==> src/rtl/core/ir_pulse_frame_capture_core_defines.svh <==
`ifndef IR_PULSE_FRAME_CAPTURE_CORE_DEFINES_SVH
`define IR_PULSE_FRAME_CAPTURE_CORE_DEFINES_SVH

// same-cycle implication
`define IPFC_ASSERT_IMP(lbl, ck, rs, ante, cons, msg) \
  lbl: assert property (@(posedge ck) disable iff (rs) (ante) |-> (cons)) else $error(msg);

// next-cycle implication
`define IPFC_ASSERT_NXT(lbl, ck, rs, ante, cons, msg) \
  lbl: assert property (@(posedge ck) disable iff (rs) (ante) |=> (cons)) else $error(msg);

`endif

==> src/rtl/core/ipfc_pkg.sv <==
package ipfc_pkg;

  localparam int BYTE_W = 8;

  localparam logic [15:0] NEW_FRAME_GAP_RESET = 16'd5000;
  localparam logic [15:0] ONE_BIT_THRESHOLD_RESET = 16'd600;

  localparam logic [1:0] CFG_NEW_FRAME_GAP = 2'd0;
  localparam logic [1:0] CFG_ONE_BIT_THRESHOLD = 2'd1;

  typedef enum logic [1:0] {
    OP_EDGE    = 2'd0,
    OP_SILENCE = 2'd1,
    OP_READ    = 2'd2,
    OP_IDLE    = 2'd3
  } opcode_t;

  typedef enum logic [2:0] {
    ST_DATA     = 3'd0,
    ST_EMPTY    = 3'd1,
    ST_TOO_LONG = 3'd2,
    ST_STORED   = 3'd3,
    ST_DROPPED  = 3'd4
  } status_t;

  typedef enum logic [3:0] {
    S_IDLE,
    S_CP_RD,
    S_CP_WR,
    S_HEAD_RD,
    S_HEAD_CHK,
    S_LEN_TEST,
    S_SCAN_CHK,
    S_EMIT_RD,
    S_EMIT_OUT,
    S_RESP
  } state_t;

  typedef struct packed {
    logic    latch_in;
    logic    edge_ev;
    logic    clear_capture;
    logic    copy_start;
    logic    copy_write;
    logic    copy_next;
    logic    copy_done;
    logic    cnt_clear;
    logic    cnt_set1;
    logic    cnt_inc;
    logic    latch_len;
    logic    pop;
    logic    load_out;
    logic    out_data_sel;
    status_t out_code;
    logic    out_last;
  } ctrl_cmd_t;

  typedef struct packed {
    logic count_zero;
    logic fits;
    logic copy_last;
    logic limit_zero;
    logic fill_zero;
    logic q_mark;
    logic cnt_ge_fill;
    logic cnt_over;
    logic emit_last;
    logic out_free;
  } dp_stat_t;

endpackage

==> src/rtl/core/ipfc_ram.sv <==
module ipfc_ram #(
  parameter int WIDTH = 8,
  parameter int DEPTH = 64
) (
  input  logic                     clk,
  input  logic                     we,
  input  logic [$clog2(DEPTH)-1:0] waddr,
  input  logic [WIDTH-1:0]         wdata,
  input  logic [$clog2(DEPTH)-1:0] raddr,
  output logic [WIDTH-1:0]         rdata
);

  logic [WIDTH-1:0] mem [DEPTH];

  always_ff @(posedge clk) begin
    if (we) begin
      mem[waddr] <= wdata;
    end
    rdata <= mem[raddr];
  end

endmodule

==> src/rtl/core/ipfc_ctrl.sv <==
module ipfc_ctrl (
  input  logic                 clk,
  input  logic                 rst,
  input  logic                 in_valid,
  output logic                 in_ready,
  input  logic [1:0]           opcode,
  input  ipfc_pkg::dp_stat_t   stat,
  output ipfc_pkg::ctrl_cmd_t  cmd
);

  import ipfc_pkg::*;

  state_t  state, state_next;
  status_t resp, resp_next;
  opcode_t op;
  logic    in_fire;

  assign op       = opcode_t'(opcode);
  assign in_ready = (state == S_IDLE);
  assign in_fire  = in_valid && in_ready;

  always_ff @(posedge clk) begin
    if (rst) begin
      state <= S_IDLE;
      resp  <= ST_EMPTY;
    end else begin
      state <= state_next;
      resp  <= resp_next;
    end
  end

  always_comb begin
    state_next = state;
    resp_next  = resp;
    case (state)
      S_IDLE: begin
        if (in_fire) begin
          case (op)
            OP_SILENCE: begin
              if (!stat.count_zero) begin
                if (stat.fits) begin
                  state_next = S_CP_RD;
                end else begin
                  resp_next  = ST_DROPPED;
                  state_next = S_RESP;
                end
              end
            end
            OP_READ: state_next = S_HEAD_RD;
            default: ;
          endcase
        end
      end
      S_CP_RD: state_next = S_CP_WR;
      S_CP_WR: begin
        if (stat.copy_last) begin
          resp_next  = ST_STORED;
          state_next = S_RESP;
        end else begin
          state_next = S_CP_RD;
        end
      end
      S_HEAD_RD: begin
        if (stat.limit_zero || stat.fill_zero) begin
          resp_next  = ST_EMPTY;
          state_next = S_RESP;
        end else begin
          state_next = S_HEAD_CHK;
        end
      end
      S_HEAD_CHK: begin
        if (!stat.q_mark) begin
          resp_next  = ST_EMPTY;
          state_next = S_RESP;
        end else begin
          state_next = S_LEN_TEST;
        end
      end
      S_LEN_TEST: begin
        // length already past what the reader takes: no need to finish the scan
        if (stat.cnt_over) begin
          resp_next  = ST_TOO_LONG;
          state_next = S_RESP;
        end else if (stat.cnt_ge_fill) begin
          state_next = S_EMIT_RD;
        end else begin
          state_next = S_SCAN_CHK;
        end
      end
      S_SCAN_CHK: begin
        if (stat.q_mark) begin
          state_next = S_EMIT_RD;
        end else begin
          state_next = S_LEN_TEST;
        end
      end
      S_EMIT_RD: state_next = S_EMIT_OUT;
      S_EMIT_OUT: begin
        if (stat.out_free) begin
          state_next = stat.emit_last ? S_IDLE : S_EMIT_RD;
        end
      end
      S_RESP: begin
        if (stat.out_free) begin
          state_next = S_IDLE;
        end
      end
      default: state_next = S_IDLE;
    endcase
  end

  always_comb begin
    cmd          = '0;
    cmd.out_code = ST_DATA;
    case (state)
      S_IDLE: begin
        cmd.latch_in = in_fire;
        if (in_fire) begin
          case (op)
            OP_EDGE: cmd.edge_ev = 1'b1;
            OP_SILENCE: begin
              if (!stat.count_zero) begin
                cmd.copy_start    = stat.fits;
                cmd.clear_capture = !stat.fits;
              end
            end
            OP_READ: cmd.cnt_clear = 1'b1;
            default: ;
          endcase
        end
      end
      S_CP_WR: begin
        cmd.copy_write = 1'b1;
        cmd.copy_done  = stat.copy_last;
        cmd.copy_next  = !stat.copy_last;
      end
      S_HEAD_CHK: cmd.cnt_set1 = stat.q_mark;
      S_LEN_TEST: cmd.latch_len = !stat.cnt_over && stat.cnt_ge_fill;
      S_SCAN_CHK: begin
        cmd.latch_len = stat.q_mark;
        cmd.cnt_inc   = !stat.q_mark;
      end
      S_EMIT_OUT: begin
        if (stat.out_free) begin
          cmd.load_out     = 1'b1;
          cmd.out_data_sel = 1'b1;
          cmd.out_code     = ST_DATA;
          cmd.out_last     = stat.emit_last;
          cmd.pop          = stat.emit_last;
          cmd.cnt_inc      = !stat.emit_last;
        end
      end
      S_RESP: begin
        if (stat.out_free) begin
          cmd.load_out = 1'b1;
          cmd.out_code = resp;
          cmd.out_last = 1'b1;
        end
      end
      default: ;
    endcase
  end

endmodule

==> src/rtl/core/ipfc_datapath.sv <==
`include "ir_pulse_frame_capture_core_defines.svh"

module ipfc_datapath #(
  parameter int CAPTURE_BYTES = 64,
  parameter int QUEUE_DEPTH   = 256
) (
  input  logic                 clk,
  input  logic                 rst,
  input  ipfc_pkg::ctrl_cmd_t  cmd,
  output ipfc_pkg::dp_stat_t   stat,
  input  logic [15:0]          interval_us,
  input  logic [7:0]           read_limit,
  input  logic                 cfg_valid,
  input  logic                 cfg_ready,
  input  logic [1:0]           cfg_index,
  input  logic [15:0]          cfg_data,
  output logic                 out_valid,
  input  logic                 out_ready,
  output logic [7:0]           data_byte,
  output logic [2:0]           status,
  output logic                 last
);

  import ipfc_pkg::*;

  localparam int CAW = $clog2(CAPTURE_BYTES);
  localparam int CIW = $clog2(CAPTURE_BYTES + 1);
  localparam int QAW = $clog2(QUEUE_DEPTH);
  localparam int FW  = $clog2(QUEUE_DEPTH + 1);
  localparam int MW  = (FW > CIW) ? FW : CIW;
  localparam int OW  = ((MW > BYTE_W) ? MW : BYTE_W) + 1;

  // config
  logic [15:0] new_frame_gap;
  logic [15:0] one_bit_threshold;

  // capture side
  logic [7:0]     assembling;
  logic [2:0]     bit_pos;
  logic [CIW-1:0] count;
  logic [7:0]     assembling_next;
  logic [2:0]     bit_pos_next;
  logic [CIW-1:0] count_next;

  // queue side
  logic [QAW-1:0] head;
  logic [FW-1:0]  fill;
  logic [FW-1:0]  cnt;
  logic [FW-1:0]  len;
  logic [CIW-1:0] cidx;
  logic [7:0]     limit;

  logic [CIW-1:0] slen;
  logic [7:0]     cap_rdata;
  logic [8:0]     q_rdata;
  logic           cap_we;
  logic [CAW-1:0] cap_waddr;
  logic [7:0]     cap_wdata;
  logic [QAW-1:0] q_waddr;
  logic [8:0]     q_wdata;
  logic [QAW-1:0] q_raddr;

  // edge decode
  logic           gap_clear;
  logic [7:0]     a0, a1;
  logic [2:0]     b0;
  logic [CIW-1:0] c0;
  logic           cap_full;

  status_t out_status;

  function automatic logic [QAW-1:0] wrap_addr(input logic [OW-1:0] sum);
    logic [OW-1:0] t;
    t = (sum >= OW'(QUEUE_DEPTH)) ? sum - OW'(QUEUE_DEPTH) : sum;
    return t[QAW-1:0];
  endfunction

  ipfc_ram #(.WIDTH(8), .DEPTH(CAPTURE_BYTES)) u_cap_ram (
    .clk   (clk),
    .we    (cap_we),
    .waddr (cap_waddr),
    .wdata (cap_wdata),
    .raddr (cidx[CAW-1:0]),
    .rdata (cap_rdata)
  );

  ipfc_ram #(.WIDTH(9), .DEPTH(QUEUE_DEPTH)) u_queue_ram (
    .clk   (clk),
    .we    (cmd.copy_write),
    .waddr (q_waddr),
    .wdata (q_wdata),
    .raddr (q_raddr),
    .rdata (q_rdata)
  );

  // edge event: gap check first, then one bit into the byte being built
  always_comb begin
    gap_clear = interval_us > new_frame_gap;
    a0        = gap_clear ? 8'd0 : assembling;
    b0        = gap_clear ? 3'd0 : bit_pos;
    c0        = gap_clear ? '0 : count;
    cap_full  = c0 >= CIW'(CAPTURE_BYTES);
    a1        = (interval_us > one_bit_threshold) ? (a0 | (8'd1 << b0)) : a0;
    cap_we    = cmd.edge_ev && !cap_full && (b0 == 3'd7);
    cap_waddr = c0[CAW-1:0];
    cap_wdata = a1;
  end

  always_comb begin
    assembling_next = assembling;
    bit_pos_next    = bit_pos;
    count_next      = count;
    if (cmd.clear_capture || cmd.copy_done) begin
      assembling_next = '0;
      bit_pos_next    = '0;
      count_next      = '0;
    end else if (cmd.edge_ev) begin
      if (cap_full) begin
        assembling_next = a0;
        bit_pos_next    = b0;
        count_next      = c0;
      end else if (b0 == 3'd7) begin
        assembling_next = '0;
        bit_pos_next    = '0;
        count_next      = c0 + CIW'(1);
      end else begin
        assembling_next = a1;
        bit_pos_next    = b0 + 3'd1;
        count_next      = c0;
      end
    end
  end

  // closed frame carries its partial byte unless the capture is full
  assign slen    = (count < CIW'(CAPTURE_BYTES)) ? count + CIW'(1) : count;
  assign q_waddr = wrap_addr(OW'(head) + OW'(fill) + OW'(cidx));
  assign q_wdata = {(cidx == '0), ((cidx < count) ? cap_rdata : assembling)};
  assign q_raddr = wrap_addr(OW'(head) + OW'(cnt));

  always_comb begin
    stat.count_zero  = (count == '0);
    stat.fits        = (OW'(fill) + OW'(slen)) < OW'(QUEUE_DEPTH);
    stat.copy_last   = (cidx + CIW'(1)) == slen;
    stat.limit_zero  = (limit == 8'd0);
    stat.fill_zero   = (fill == '0);
    stat.q_mark      = q_rdata[8];
    stat.cnt_ge_fill = cnt >= fill;
    stat.cnt_over    = (OW'(cnt) > OW'(limit)) || (OW'(cnt) > OW'(CAPTURE_BYTES));
    stat.emit_last   = (OW'(cnt) + OW'(1)) == OW'(len);
    stat.out_free    = !out_valid || out_ready;
  end

  always_ff @(posedge clk) begin
    if (rst) begin
      new_frame_gap     <= NEW_FRAME_GAP_RESET;
      one_bit_threshold <= ONE_BIT_THRESHOLD_RESET;
    end else if (cfg_valid && cfg_ready) begin
      case (cfg_index)
        CFG_NEW_FRAME_GAP:     new_frame_gap     <= cfg_data;
        CFG_ONE_BIT_THRESHOLD: one_bit_threshold <= cfg_data;
        default: ;
      endcase
    end
  end

  always_ff @(posedge clk) begin
    if (rst) begin
      assembling <= '0;
      bit_pos    <= '0;
      count      <= '0;
      head       <= '0;
      fill       <= '0;
      out_valid  <= 1'b0;
    end else begin
      assembling <= assembling_next;
      bit_pos    <= bit_pos_next;
      count      <= count_next;
      if (cmd.copy_done) begin
        fill <= FW'(OW'(fill) + OW'(slen));
      end else if (cmd.pop) begin
        fill <= fill - len;
        head <= wrap_addr(OW'(head) + OW'(len));
      end
      if (cmd.load_out) begin
        out_valid <= 1'b1;
      end else if (out_ready) begin
        out_valid <= 1'b0;
      end
    end
  end

  always_ff @(posedge clk) begin
    if (cmd.latch_in) begin
      limit <= read_limit;
    end
    if (cmd.copy_start) begin
      cidx <= '0;
    end else if (cmd.copy_next) begin
      cidx <= cidx + CIW'(1);
    end
    if (cmd.cnt_clear || cmd.latch_len) begin
      cnt <= '0;
    end else if (cmd.cnt_set1) begin
      cnt <= FW'(1);
    end else if (cmd.cnt_inc) begin
      cnt <= cnt + FW'(1);
    end
    if (cmd.latch_len) begin
      len <= cnt;
    end
    if (cmd.load_out) begin
      data_byte  <= cmd.out_data_sel ? q_rdata[7:0] : 8'd0;
      out_status <= cmd.out_code;
      last       <= cmd.out_last;
    end
  end

  assign status = out_status;

  `IPFC_ASSERT_IMP(a_fill_bound, clk, rst, 1'b1, OW'(fill) < OW'(QUEUE_DEPTH), "queue fill reached depth")
  `IPFC_ASSERT_IMP(a_pop_len, clk, rst, cmd.pop, (len != '0) && (len <= fill), "pop length out of range")
  `IPFC_ASSERT_IMP(a_copy_fits, clk, rst, cmd.copy_write, stat.fits, "frame copy without room")
  `IPFC_ASSERT_NXT(a_copy_clears, clk, rst, cmd.copy_done, (count == '0) && (fill != '0), "store did not commit")

endmodule

==> src/rtl/core/ir_pulse_frame_capture_core.sv <==
// Pulse-distance IR framer.
// Input channel (in_valid/in_ready): one word per event: opcode 0 edge with interval_us,
// 1 silence timeout, 2 read one frame limited to read_limit bytes, 3 ignored.
// Output channel (out_valid/out_ready): data_byte, status, last; last marks the final
// word caused by an input. Edges and empty silences produce no word.
// Config channel (cfg_valid/cfg_ready, always ready): index 0 new-frame gap, 1 one-bit
// threshold, 16-bit data; write only while the block is idle.
// An edge is taken while idle. A silence copies each byte of a stored frame through a
// read and a write state, then sends the status word; a dropped frame sends only the
// status word. A read scans the queue to find the length (stops once it exceeds the
// limit), then streams each byte through a read and an output state; the pace is set
// by the single registered read port of the queue memory. in_ready is high only between
// items; the output register frees the input side as soon as the last word is loaded.
// Reset clears capture state, queue head and fill and the config registers to 5000/600;
// no memory clearing pass. A stalled receiver holds the output register and the
// sequencer waits on it.
module ir_pulse_frame_capture_core #(
  parameter int CAPTURE_BYTES = 64,
  parameter int QUEUE_DEPTH   = 256
) (
  input  logic        clk,
  input  logic        rst,
  input  logic        in_valid,
  output logic        in_ready,
  input  logic [1:0]  opcode,
  input  logic [15:0] interval_us,
  input  logic [7:0]  read_limit,
  output logic        out_valid,
  input  logic        out_ready,
  output logic [7:0]  data_byte,
  output logic [2:0]  status,
  output logic        last,
  input  logic        cfg_valid,
  output logic        cfg_ready,
  input  logic [1:0]  cfg_index,
  input  logic [15:0] cfg_data
);

  import ipfc_pkg::*;

  ctrl_cmd_t cmd;
  dp_stat_t  stat;

  assign cfg_ready = 1'b1;

  ipfc_ctrl u_ctrl (
    .clk      (clk),
    .rst      (rst),
    .in_valid (in_valid),
    .in_ready (in_ready),
    .opcode   (opcode),
    .stat     (stat),
    .cmd      (cmd)
  );

  ipfc_datapath #(
    .CAPTURE_BYTES (CAPTURE_BYTES),
    .QUEUE_DEPTH   (QUEUE_DEPTH)
  ) u_datapath (
    .clk         (clk),
    .rst         (rst),
    .cmd         (cmd),
    .stat        (stat),
    .interval_us (interval_us),
    .read_limit  (read_limit),
    .cfg_valid   (cfg_valid),
    .cfg_ready   (cfg_ready),
    .cfg_index   (cfg_index),
    .cfg_data    (cfg_data),
    .out_valid   (out_valid),
    .out_ready   (out_ready),
    .data_byte   (data_byte),
    .status      (status),
    .last        (last)
  );

endmodule
==> config.mk <==
export PLATFORM = sky130hd
export DESIGN_NAME = ir_pulse_frame_capture_core
export DESIGN_NICKNAME = d
export VERILOG_FILES = /design/src/rtl/core/ipfc_pkg.sv /design/src/rtl/core/ipfc_ram.sv /design/src/rtl/core/ipfc_ctrl.sv /design/src/rtl/core/ipfc_datapath.sv /design/src/rtl/core/ir_pulse_frame_capture_core.sv
export VERILOG_INCLUDE_DIRS = /design/src /design/src/rtl/core
export SDC_FILE = /design/constraint.sdc
export NUM_CORES = 2
export LEC_CHECK = 0
export CAP_MARGIN = 20
export CORE_MARGIN = 1.5
export CORE_UTILIZATION = 57
export CTS_CLUSTER_SIZE = 25
export DETAILED_ROUTE_END_ITERATION = 16
export DONT_BUFFER_PORTS = 1
export HOLD_SLACK_MARGIN = 0.15
export PLACE_DENSITY = 0.75
export SKIP_CTS_REPAIR_TIMING = 1
export SKIP_LAST_GASP = 1
export SYNTH_ARGS = -nofsm -noshare
export SYNTH_HDL_FRONTEND = slang
export SYNTH_HIERARCHICAL = 1
export SYNTH_SLANG_ARGS = --single-unit
==> constraint.sdc <==
create_clock -name clk -period 14.1 [get_ports clk]
set_clock_uncertainty 0.15 [all_clocks]
set_input_delay 2.82 -clock clk [delete_from_list [all_inputs] [get_ports clk]]
set_output_delay 2.82 -clock clk [all_outputs]
set_load 0.02 [all_outputs]
==> reports/results.ini <==
[final_layout]
layout.nets=6479
layout-area-overhead-vs-synth_pct=10.1
layout.area.seq_sq_um=87600
area_of_the_multi_input_gates_sq_um=28800
fillers=13630
final_layout_size_suffix_gt1_share_pct=18.4

[clock_tree]
clkSlewWorstSetupHoldPaths_ns=0.06
htreeDepth=5
cts_sinks=2953
clock_tree.root_cell=sky130_fd_sc_hd__clkbuf_16
cts_tree=yes
clock_latency_ns=0.94
number_of_cts_inserted_buffers=309
cts_max_path_buffers=4

[hold_path]
timing.hold.worst.start=u_datapath/one_bit_threshold[8]
hold_path_end=u_datapath/one_bit_threshold[8]
timing.hold.worst_path_depth=2
hold_path_class=register to register

[setup_path]
critPathMaxStageDelay_ns=0.82
timing.reg2reg.setup_slack_ns=7.94
regToRegEndpoint=u_datapath/u_queue_ram/rdata[1]
critical_path_cell_sequence=ha_1 > a21oi_1 > nand2_1 > a211oi_2 > and3_1 > nand2b_4 > and2_1 > ha_1 > ha_1 > and2_1 > nor2b_1 > nand3_1 > nor2_1
critPathArrivalTime_ns=7.56
path_common_cell=sky130_fd_sc_hd__ha_1
cell_type_of_the_slowest_stage_on_the_worst_timing_path=sky130_fd_sc_hd__nor2_1
timing.rr.start=u_datapath/cnt[0]
setup.worst_path.start=interval_us[14]
timing.critical_path.fanout_max=10
cp.required_ns=14.47
r2r.worst_path.cells=13
nature_of_the_critical_path_startpoint=input pin
critical_path.endpoint_type=register
timing_worst_setup_path_type=input pin to register

[power]
power.share.sequential_pct=50.2
power.static_leakage_nw=40.6
peakVddDrop_mv=0.148
power.total_mw=20.5
power_per_cell_area_nw_per_um2=157
combPwrFrac_pct=12.2
clk_pwr_share_pct=37.6
power.internal_mw=15.5
switching_power_mw=4.97
netSwitchingFraction_pct=24.3

[flow_run]
maxCapViolCount=0

[timing]
post-route-min-period_ns=7.19
tns_ns=0
hold_viol_final=0
slew_headroom_pct=2.35
finalCritPeriodShare_pct=51.0
timing.final.ws_setup_ns=6.91
report.final.setup_viol=0
max_slew.worst_pin.slew_ns=1.46
peak_freq_mhz=139
final_max_slew_viol_count=0
setup_repair_after_global_routing_missed_its_margin=false

[grt]
grt_pass1_vias=61650
pin_count_of_the_biggest_net_entering_global_routing=165
global_route.usage.total_pct=27.0
grt_overflow=0
number_of_antenna_violations_at_the_first_check_in_global_routing=7
grt_pass1_wl_mm=416

[drt]
antenna_left=0
detailroute.via_count=62253
drt_pre_antenna_iters=8
routed_wl_mm=284
drt_iter0_markers=8725
drcViolationCount=0
wl_per_cell_um=30.7
vias_per_cell=6.73

[synthesis]
ys_ff_latch=2953
ys.flop_type=sky130_fd_sc_hd__edfxtp_1
post_synth_inst_count=6250
yosys.cell_count.top_type=sky130_fd_sc_hd__edfxtp_1
seq_area_frac_synth_pct=73.9
yosysTopAreaCellShare_pct=72.1
synthesis.area_sq_um=118000
synth_cell_types=100
synth-warning-count=6
async_flop_share_pct=0
synthTopCellsByCount=sky130_fd_sc_hd__edfxtp_1, sky130_fd_sc_hd__mux4_2, sky130_fd_sc_hd__nor2_1
synth.area.top_cells=sky130_fd_sc_hd__edfxtp_1, sky130_fd_sc_hd__mux4_2, sky130_fd_sc_hd__dfxtp_1
syn_avg_cell_area_sq_um=19.0
synth_enable_flop_cells=2845
post-synth-top-area-cell=sky130_fd_sc_hd__edfxtp_1

[die]
floorplan.core_area_sq_um=207000
fp.dieArea_sq_um=211000
die_width_um=459
chipHeight_um=459
initial_utilization_pct=57.3
ios=64
core.rowCount=167

[placed_design]
detailedPlace.worstSlack_ns=6.05
port_buffers=0
hpwlAfterDp_mm=167
globalplace.congestion=0.889

[run_status]
run_status=completed

stage by stage:
| stage | hold WS [ns] | instances | cell area (sq um) | utilization (%) |
|---|---|---|---|---|
| floorplan | 0.286 | 6251 | 118000 | - |
| global placement | 0.287 | 8700 | 121000 | 58.5 |
| detailed placement | 0.291 | 8701 | 121000 | 58.5 |
| CTS | 0.300 | 9227 | 130000 | 63.0 |
| global route | 0.320 | 9239 | 130000 | 63.0 |
| finish | 0.303 | 9247 | 130000 | 63.1 |
state kept, by name, summed over array words and instances, names as in the netlist, 8 cells and up:
name	flops
u_datapath/head	8
u_datapath/cnt	9
u_datapath/u_queue_ram/mem	2304
u_datapath/limit	8
u_datapath/data_byte	8
u_datapath/fill	9
u_datapath/u_cap_ram/mem	512
u_datapath/one_bit_threshold	16
u_datapath/u_cap_ram/rdata	8
u_datapath/u_queue_ram/rdata	9
u_datapath/new_frame_gap	16
u_datapath/len	9
u_datapath/assembling	8
critical path: cells and delay by family:
kind	cells	cell delay (ns)
and+or+nand+nor	8	3.18
AOI/OAI and AO/OA	2	0.70
adders and majority gates	3	0.83
layer usage:
metal,share of wire [%],track usage (%)
met1,38,37.9
met2,48,42.2
met3,11,6.10
met4,3.4,9.00
met5,0.014,0
power by group through the flow:
stage	combinational (mW)	sequential, mW	clock, mW
2_1_floorplan	1.82	10.4	0
3_3_place_gp	2.42	10.5	0
3_5_place_dp	2.48	10.5	0
4_1_cts	2.49	10.3	7.78
5_1_grt	2.65	10.3	8.12
6_report	2.50	10.3	7.68
cells by family after synthesis:
family	after synthesis	share of synthesized area [%]
adder cells (fa/ha/maj)	115	1.29
XOR/XNOR	66	0.488
AO/OA/AOI/OAI	780	4.54
multiplexers	851	13.6
other	1	0.00316
flip-flops	2953	73.9
buffers and inverters	457	2.07
AND/OR/NAND/NOR	1027	4.06
area by class of cell:
class                   instances  share of cell area (%)
diodes                         13                  0.0249
inverters                     109                   0.319
well taps                    2704                    2.59
clock buffers                 400                    6.35
clock inverters               126                   0.846
flip-flops and latches       2953                    67.2
multi-input cells            2841                    22.0
repair buffers                101                   0.652
placed cells by master (no fill, tap or decap), types with 18 or more instances in the layout:
cell                        Yosys  final
sky130_fd_sc_hd__xnor2_1       40     36
sky130_fd_sc_hd__nand4_1       27     27
sky130_fd_sc_hd__ha_1         103    102
sky130_fd_sc_hd__a221oi_1      18     18
sky130_fd_sc_hd__clkinv_1       3     53
sky130_fd_sc_hd__mux2_2        44     36
sky130_fd_sc_hd__dfxtp_1      108    103
sky130_fd_sc_hd__and3_1        18     18
sky130_fd_sc_hd__nand3_1       72     72
sky130_fd_sc_hd__nand2b_1      26     26
sky130_fd_sc_hd__nand2_1      164    163
sky130_fd_sc_hd__o21ai_0       72     72
sky130_fd_sc_hd__and2_1        19     18
sky130_fd_sc_hd__xor2_1        26     26
sky130_fd_sc_hd__nor3_1        54     51
sky130_fd_sc_hd__a21oi_1      174    174
sky130_fd_sc_hd__a31oi_1       18     18
sky130_fd_sc_hd__clkinv_2       0     38
sky130_fd_sc_hd__mux2i_1      204    204
sky130_fd_sc_hd__o221ai_1      44     44
sky130_fd_sc_hd__inv_1        105    104
sky130_fd_sc_hd__a22oi_1      177    177
sky130_fd_sc_hd__nor4_1        38     38
sky130_fd_sc_hd__clkbuf_1     166     78
sky130_fd_sc_hd__mux4_2       593    593
sky130_fd_sc_hd__o22ai_1       77     77
sky130_fd_sc_hd__bufinv_16      0     19
sky130_fd_sc_hd__clkbuf_16      0    316
sky130_fd_sc_hd__buf_4         42     91
sky130_fd_sc_hd__nor2_1       476    470
sky130_fd_sc_hd__a211oi_1      51     51
sky130_fd_sc_hd__edfxtp_1    2845   2845
sky130_fd_sc_hd__nor2b_1       60     56
how the worst max path moves through the flow:
stage | endpoint | slack, ns | cells past startpoint
3_5_place_dp | u_datapath/u_cap_ram/mem[46][0] | 6.05 | 13
5_1_grt | u_datapath/u_cap_ram/mem[46][2] | 6.57 | 13
3_3_place_gp | u_datapath/u_cap_ram/mem[46][0] | 6.31 | 13
4_1_cts | u_datapath/u_cap_ram/mem[46][2] | 6.98 | 13
2_1_floorplan | u_datapath/u_queue_ram/mem[0][8] | 1.08 | 4
6_report | u_datapath/u_cap_ram/mem[46][2] | 6.91 | 13
Power figures use the tool's default switching activity.
